### config.mk
export PLATFORM = sky130hd
export DESIGN_NAME = oosc_ctrl
export DESIGN_NICKNAME = d
export VERILOG_FILES = /design/src/hdl/oosc_pkg.sv /design/src/hdl/oosc_ctrl.sv
export SDC_FILE = /design/constraint.sdc
export NUM_CORES = 1
export LEC_CHECK = 0
export ABC_AREA = 1
export BUFFER_PORTS_ARGS = -buffer_cell sky130_fd_sc_hd__buf_4
export CORE_UTILIZATION = 25
export CTS_CLUSTER_SIZE = 10
export DETAILED_ROUTE_END_ITERATION = 10
export PLACE_DENSITY = 0.49
export SETUP_SLACK_MARGIN = 0.2
export SYNTH_ARGS = -nofsm -noshare
export SYNTH_HDL_FRONTEND = slang
export SYNTH_SLANG_ARGS = --single-unit
### constraint.sdc
create_clock -name clk -period 2.2 [get_ports clk]
set_clock_uncertainty 0.1 [all_clocks]
set_input_delay 0.11 -clock clk [delete_from_list [all_inputs] [get_ports clk]]
set_output_delay 0.11 -clock clk [all_outputs]
set_load 0.01 [all_outputs]
### src/hdl/oosc_pkg.sv
// Shared types and constants for the odd-only prime sieve counter.
package oosc_pkg;

    localparam int LIMIT_W    = 21;
    localparam int COUNT_W    = 17;
    localparam int DATA_IN_W  = 24;
    localparam int DATA_OUT_W = 24;

    // odd sieving prime and its square; p*p never passes the 21-bit limit by much
    localparam int P_W  = 12;
    localparam int SQ_W = 23;

    localparam longint unsigned LIMIT_TOP = (64'd1 << LIMIT_W) - 64'd1;
    localparam longint unsigned SLOT_TOP  = 64'd1 << (LIMIT_W - 1);

    typedef struct packed {
        logic load;        // capture limit, start a new request
        logic clear_wr;    // clear pass: write zero at the clear pointer
        logic sieve_init;  // i = 1, p = 3, sq = 9
        logic rd_i;        // read map bit i
        logic adv_i;       // next odd candidate
        logic mark_start;  // j = p*p/2
        logic mark_wr;     // mark j composite, j += p
        logic cnt_init;    // i = 1, count = 1
        logic cnt_rd;      // counting read at i, i++
    } cmd_t;

    typedef struct packed {
        logic small_n;     // limit below two
        logic clr_last;    // clear pointer at last slot
        logic sieve_done;  // p*p > n or candidates used up
        logic bit_set;     // registered map read data
        logic mark_end;    // j at or past slot count
        logic i_end;       // i at or past slot count
    } stat_t;

endpackage

### src/hdl/oosc_ctrl.sv
// Sequencer for the clear, sieve, mark and count passes.
module oosc_ctrl (
    input  logic           clk,
    input  logic           rst_n,
    input  logic           in_valid,
    output logic           in_ready,
    input  logic           out_free,
    output logic           emit,
    input  oosc_pkg::stat_t stat,
    output oosc_pkg::cmd_t  cmd
);
    import oosc_pkg::*;

    typedef enum logic [6:0] {
        S_IDLE  = 7'b0000001,
        S_CLEAR = 7'b0000010,
        S_CHECK = 7'b0000100,
        S_TEST  = 7'b0001000,
        S_MARK  = 7'b0010000,
        S_COUNT = 7'b0100000,
        S_DONE  = 7'b1000000
    } state_t;

    state_t state_reg;
    state_t state_next;

    always_comb
    begin
        state_next = state_reg;
        cmd        = '0;
        in_ready   = 1'b0;
        emit       = 1'b0;
        unique case (state_reg)
            S_IDLE:
            begin
                in_ready = 1'b1;
                if (in_valid)
                begin
                    cmd.load   = 1'b1;
                    state_next = S_CLEAR;
                end
            end
            S_CLEAR:
            begin
                if (stat.small_n)
                begin
                    state_next = S_DONE;
                end
                else
                begin
                    cmd.clear_wr = 1'b1;
                    if (stat.clr_last)
                    begin
                        cmd.sieve_init = 1'b1;
                        state_next     = S_CHECK;
                    end
                end
            end
            S_CHECK:
            begin
                if (stat.sieve_done)
                begin
                    cmd.cnt_init = 1'b1;
                    state_next   = S_COUNT;
                end
                else
                begin
                    cmd.rd_i   = 1'b1;
                    state_next = S_TEST;
                end
            end
            S_TEST:
            begin
                if (stat.bit_set)
                begin
                    cmd.adv_i  = 1'b1;
                    state_next = S_CHECK;
                end
                else
                begin
                    cmd.mark_start = 1'b1;
                    state_next     = S_MARK;
                end
            end
            S_MARK:
            begin
                if (stat.mark_end)
                begin
                    cmd.adv_i  = 1'b1;
                    state_next = S_CHECK;
                end
                else
                begin
                    cmd.mark_wr = 1'b1;
                end
            end
            S_COUNT:
            begin
                if (stat.i_end)
                begin
                    state_next = S_DONE;
                end
                else
                begin
                    cmd.cnt_rd = 1'b1;
                end
            end
            S_DONE:
            begin
                if (out_free)
                begin
                    emit       = 1'b1;
                    state_next = S_IDLE;
                end
            end
            default:
            begin
                state_next = S_IDLE;
            end
        endcase
    end

    always_ff @(posedge clk or negedge rst_n)
    begin
        if (!rst_n)
        begin
            state_reg <= S_IDLE;
        end
        else
        begin
            state_reg <= state_next;
        end
    end

endmodule

### Word-level counts from Yosys, hierarchy flattened

Index checks and enable logic that the tools add are counted.

* equal/unequal tests: 12
* multiplexer cells: 30
* reduce and logical (&&, ||, !) cells: 1

Operators by type and width (count)
* $pmux 7 s7: 1
* $mux 7: 6
* $mux 1: 18
* $ne 2x2->1 const B: 4
* $eq 7x1->1 const B: 1
* $eq 7x2->1 const B: 1
* $eq 7x3->1 const B: 1
* $eq 7x4->1 const B: 1
* $eq 7x5->1 const B: 1
* $eq 7x6->1 const B: 1
* $eq 7x7->1 const B: 1
* $mux 6: 1
* $mux 5: 1
* $reduce_and 5->1: 1
* $mux 2: 2
* $ne 3x3->1 const B: 1
* $pmux 1 s2: 1

* flip-flop bits (word level): 7
* logic and storage cells: 44

### Logic depth before layout (Yosys ltp)

* depth in word-level cells: 3
* gate-level depth with buffers: 9
* mapped depth without buffers: 9

### Least setup slack after synthesis

Ideal clock, no wire load.

* path type: reg2out
* from: register state_reg[4]
* to: output cmd[8] (netlist name)
* arrival time: 1.127 ns
* setup slack: 0.863 ns
* cell stages (with the launch flop): 6
* path buffers: 0
* cells stage by stage: dfrtp_1 > inv_2 > nand3_2 > nor2_1 > inv_1 > nor2_1

RTL lines
* start: declaration: line oosc_ctrl.sv:24 `state_t state_reg;`
* start signal: assignment: line oosc_ctrl.sv:131 `state_reg <= state_next;`
* end: declaration: line oosc_ctrl.sv:10 `output oosc_pkg::cmd_t cmd`

==> summary.txt <==
Finish
  • Fin cells: 156
  • Final core occ: 0.379
  • Max reg flops: 7
  • Fin nets: 139
  • Synthesis-to-layout area growth: 37.8%
  • Final instance area: 880 µm²
  • Antenna Cells: 0
  • Share of cells above drive strength 1: 0.328

STA
  • Fmax achieved: 592 MHz
  • Tcrit/Tclk final: 0.768
  • Tmin final: 1690 ps
  • Hold slack: 55.0 ps
  • Slew headroom: 0.812
  • Fin. Hold Viols: 0
  • RSZ-0062 raised after global routing: false
  • Final slew viol count: 0
  • Setup tns final: 0 ps
  • Final setup violation count: 0
  • Slew @ Worst Pin: 279 ps

Placed design
  • Placed instance area: 823 µm²
  • Dpl hpwl: 1330 µm
  • GP Congestion: 0.776
  • Port bufs: 20
  • Placed insts: 149

Synth
  • Yosys warnings: 0
  • Simple-gate share of the synthesized area: 0.512
  • Post-synthesis cell area: 638 µm²
  • Xor/xnor share of the synthesized area: 0
  • Adder-cell area share of the yosys netlist: 0
  • Seq cells post-synth: 7
  • Compound-cell area share of the yosys netlist: 0.0608
  • Mux cell area share after synthesis: 0
  • Synth area leaders: dfrtp_1, nor2_1, inv_1
  • Post-synth top area share: 0.235
  • Net Count, Synth: 111
  • Cells after Synth: 101
  • Post-Syn Area per Cell: 6.32 µm²
  • Area leader, netlist: dfrtp_1
  • Sequential share of the synthesized area: 0.276
  • Library cells used by synthesis: 20
  • Largest family of logic cells by synthesized area: simple AND/OR/NAND/NOR gates

Clock network
  • CTS H-Tree Depth: 1
  • Skew-Pair Late Insertion Delay: 250 ps
  • Clock sink total: 7
  • CTS tree: done
  • Total CTS buffers: 3
  • Cells resized by post-CTS repair: 0
  • Root Driver: clkbuf_4
  • Clock transition at path regs: 50 ps
  • Maximum clock path buffer count: 2

Min path
  • Worst Hold Class: primary input to flop

Floorplan
  • Initial core utilization: 0.275
  • Total core area: 2320 µm²
  • Die Area: 2760 µm²
  • Io pins: 21
  • Core Rows: 17
  • Die Height: 52.5 µm
  • Die X: 52.5 µm

Critical path
  • Crit end category: primary output
  • Crit Path Category: flop to primary output
  • CP Launch Type: flop
  • Crit path arrival time: 1480 ps
  • Worst Path Max Fanout: 4
  • WP data required: 1990 ps

Pwr
  • VDD IR max: 0.000384 V
  • Leakage: 0.511 nW
  • Power per cell area: 773 nW/µm²

GRT
  • Largest net degree at the start of global routing: 8
  • Gr usage total: 0.128
  • Initial antenna violation count: 0
  • Number of global-route vias before repair: 630
  • First-pass GRT wire length: 2510 µm
  • Grt total ovfl: 0

Detailed routing
  • Antenna Violating Nets Remaining: 0
  • First-pass DRT Iterations: 4
  • Vias: 655
  • Total Routed Length: 1550 µm
  • WL/cell: 9.92 µm
  • Remaining DRCs: 0
  • Routed vias/inst: 4.20
  • DRT iter0 DRCs: 11

Run
  • Maxcap violations: 0

Status
  • Status: completed
cells in the mapped netlist:
master,instances
inv_2,2
o2bb2ai_1,1
a21oi_1,1
nand2_1,18
nand3_1,6
nand2_4,1
nor4_1,1
nor2_1,24
inv_1,20
nor2_2,4
nand3_2,2
o21ai_1,3
nand2_2,3
nand3_4,2
dfstp_2,1
inv_6,1
dfrtp_1,6
nor2_4,2
clkinv_2,1
o21ai_0,2
critical path: stages, from the launching register on:
cell,delay [ps]
dfrtp_1,390
inv_1,130
nand3_2,150
nor2_1,250
inv_1,100
nor2_1,90
buf_4,120
cells in the final DEF (no fill, tap or decap), types with 3 or more instances in the layout:
master          n
o21ai_1         3
inv_1          20
nand3_1         6
clkbuf_4        3
nor2_1         24
dfrtp_1         6
buf_4          20
dlygate4sd3_1   3
nand2_2         3
nand2_1        18
nor2_2          4
layout make-up:
class,count,area [µm²]
fillers,259,1440
well taps,28,35.0
repair buffers,23,180
flip-flops and latches,7,176
clock buffers,4,26.3
inverters,24,96.3
multi-input cells,70,365
metal layers:
| metal | vias up | track usage | share of wire |
|---|---|---|---|
| li1 | 357 | - | - |
| met1 | 285 | 0.144 | 0.44 |
| met2 | 13 | 0.230 | 0.51 |
| met3 | 0 | 0.0290 | 0.043 |
| met4 | 0 | 0.0526 | 0 |
| met5 | - | 0 | 0 |
per-stage QoR:
| stage | worst slack [ps] | total power [mW] |
|---|---|---|
| after detailed placement | 778 | 0.563 |
| after global placement | 776 | 0.568 |
| final | 511 | 0.680 |
| after floorplan | 863 | 0.454 |
| after global routing | 417 | 0.735 |
| after CTS | 487 | 0.691 |
power breakdown:
| group | internal (mW) | switching (mW) | total, mW |
|---|---|---|---|
| sequential | 0.163 | 0.0285 | 0.191 |
| combinational | 0.141 | 0.233 | 0.375 |
| clock | 0.0691 | 0.0452 | 0.114 |
logic make-up after synthesis:
family / count (synthesis)
simple gates: 63
buf+inv: 24
flops: 7
compound gates: 7
path summary, 6_finish.rpt:
kind | startpoint | to | slack (ps) | depth (start not counted)
max in group asynchronous | rst_n | state_reg[0]$_DFFE_PN1P_ | 1680 | 2
min in group asynchronous | rst_n | state_reg[3]$_DFFE_PN0P_ | 110 | 2
worst max-delay path | state_reg[5]$_DFFE_PN0P_ | cmd[8] | 510 | 6
worst max register to register | state_reg[5]$_DFFE_PN0P_ | state_reg[6]$_DFFE_PN0P_ | 800 | 8
worst min-delay path | in_valid | state_reg[1]$_DFFE_PN0P_ | 60 | 3
worst min register to register | state_reg[0]$_DFFE_PN1P_ | state_reg[0]$_DFFE_PN1P_ | 560 | 4
what timing repair did:
item | CTS | global route
endpoints found under the hold margin | 9 | 0
buffers inserted | 0 | 0
hold buffers | 3 | 0
setup endpoints to repair | 0 | 0
Note: power is estimated with default switching activity, not from simulation.
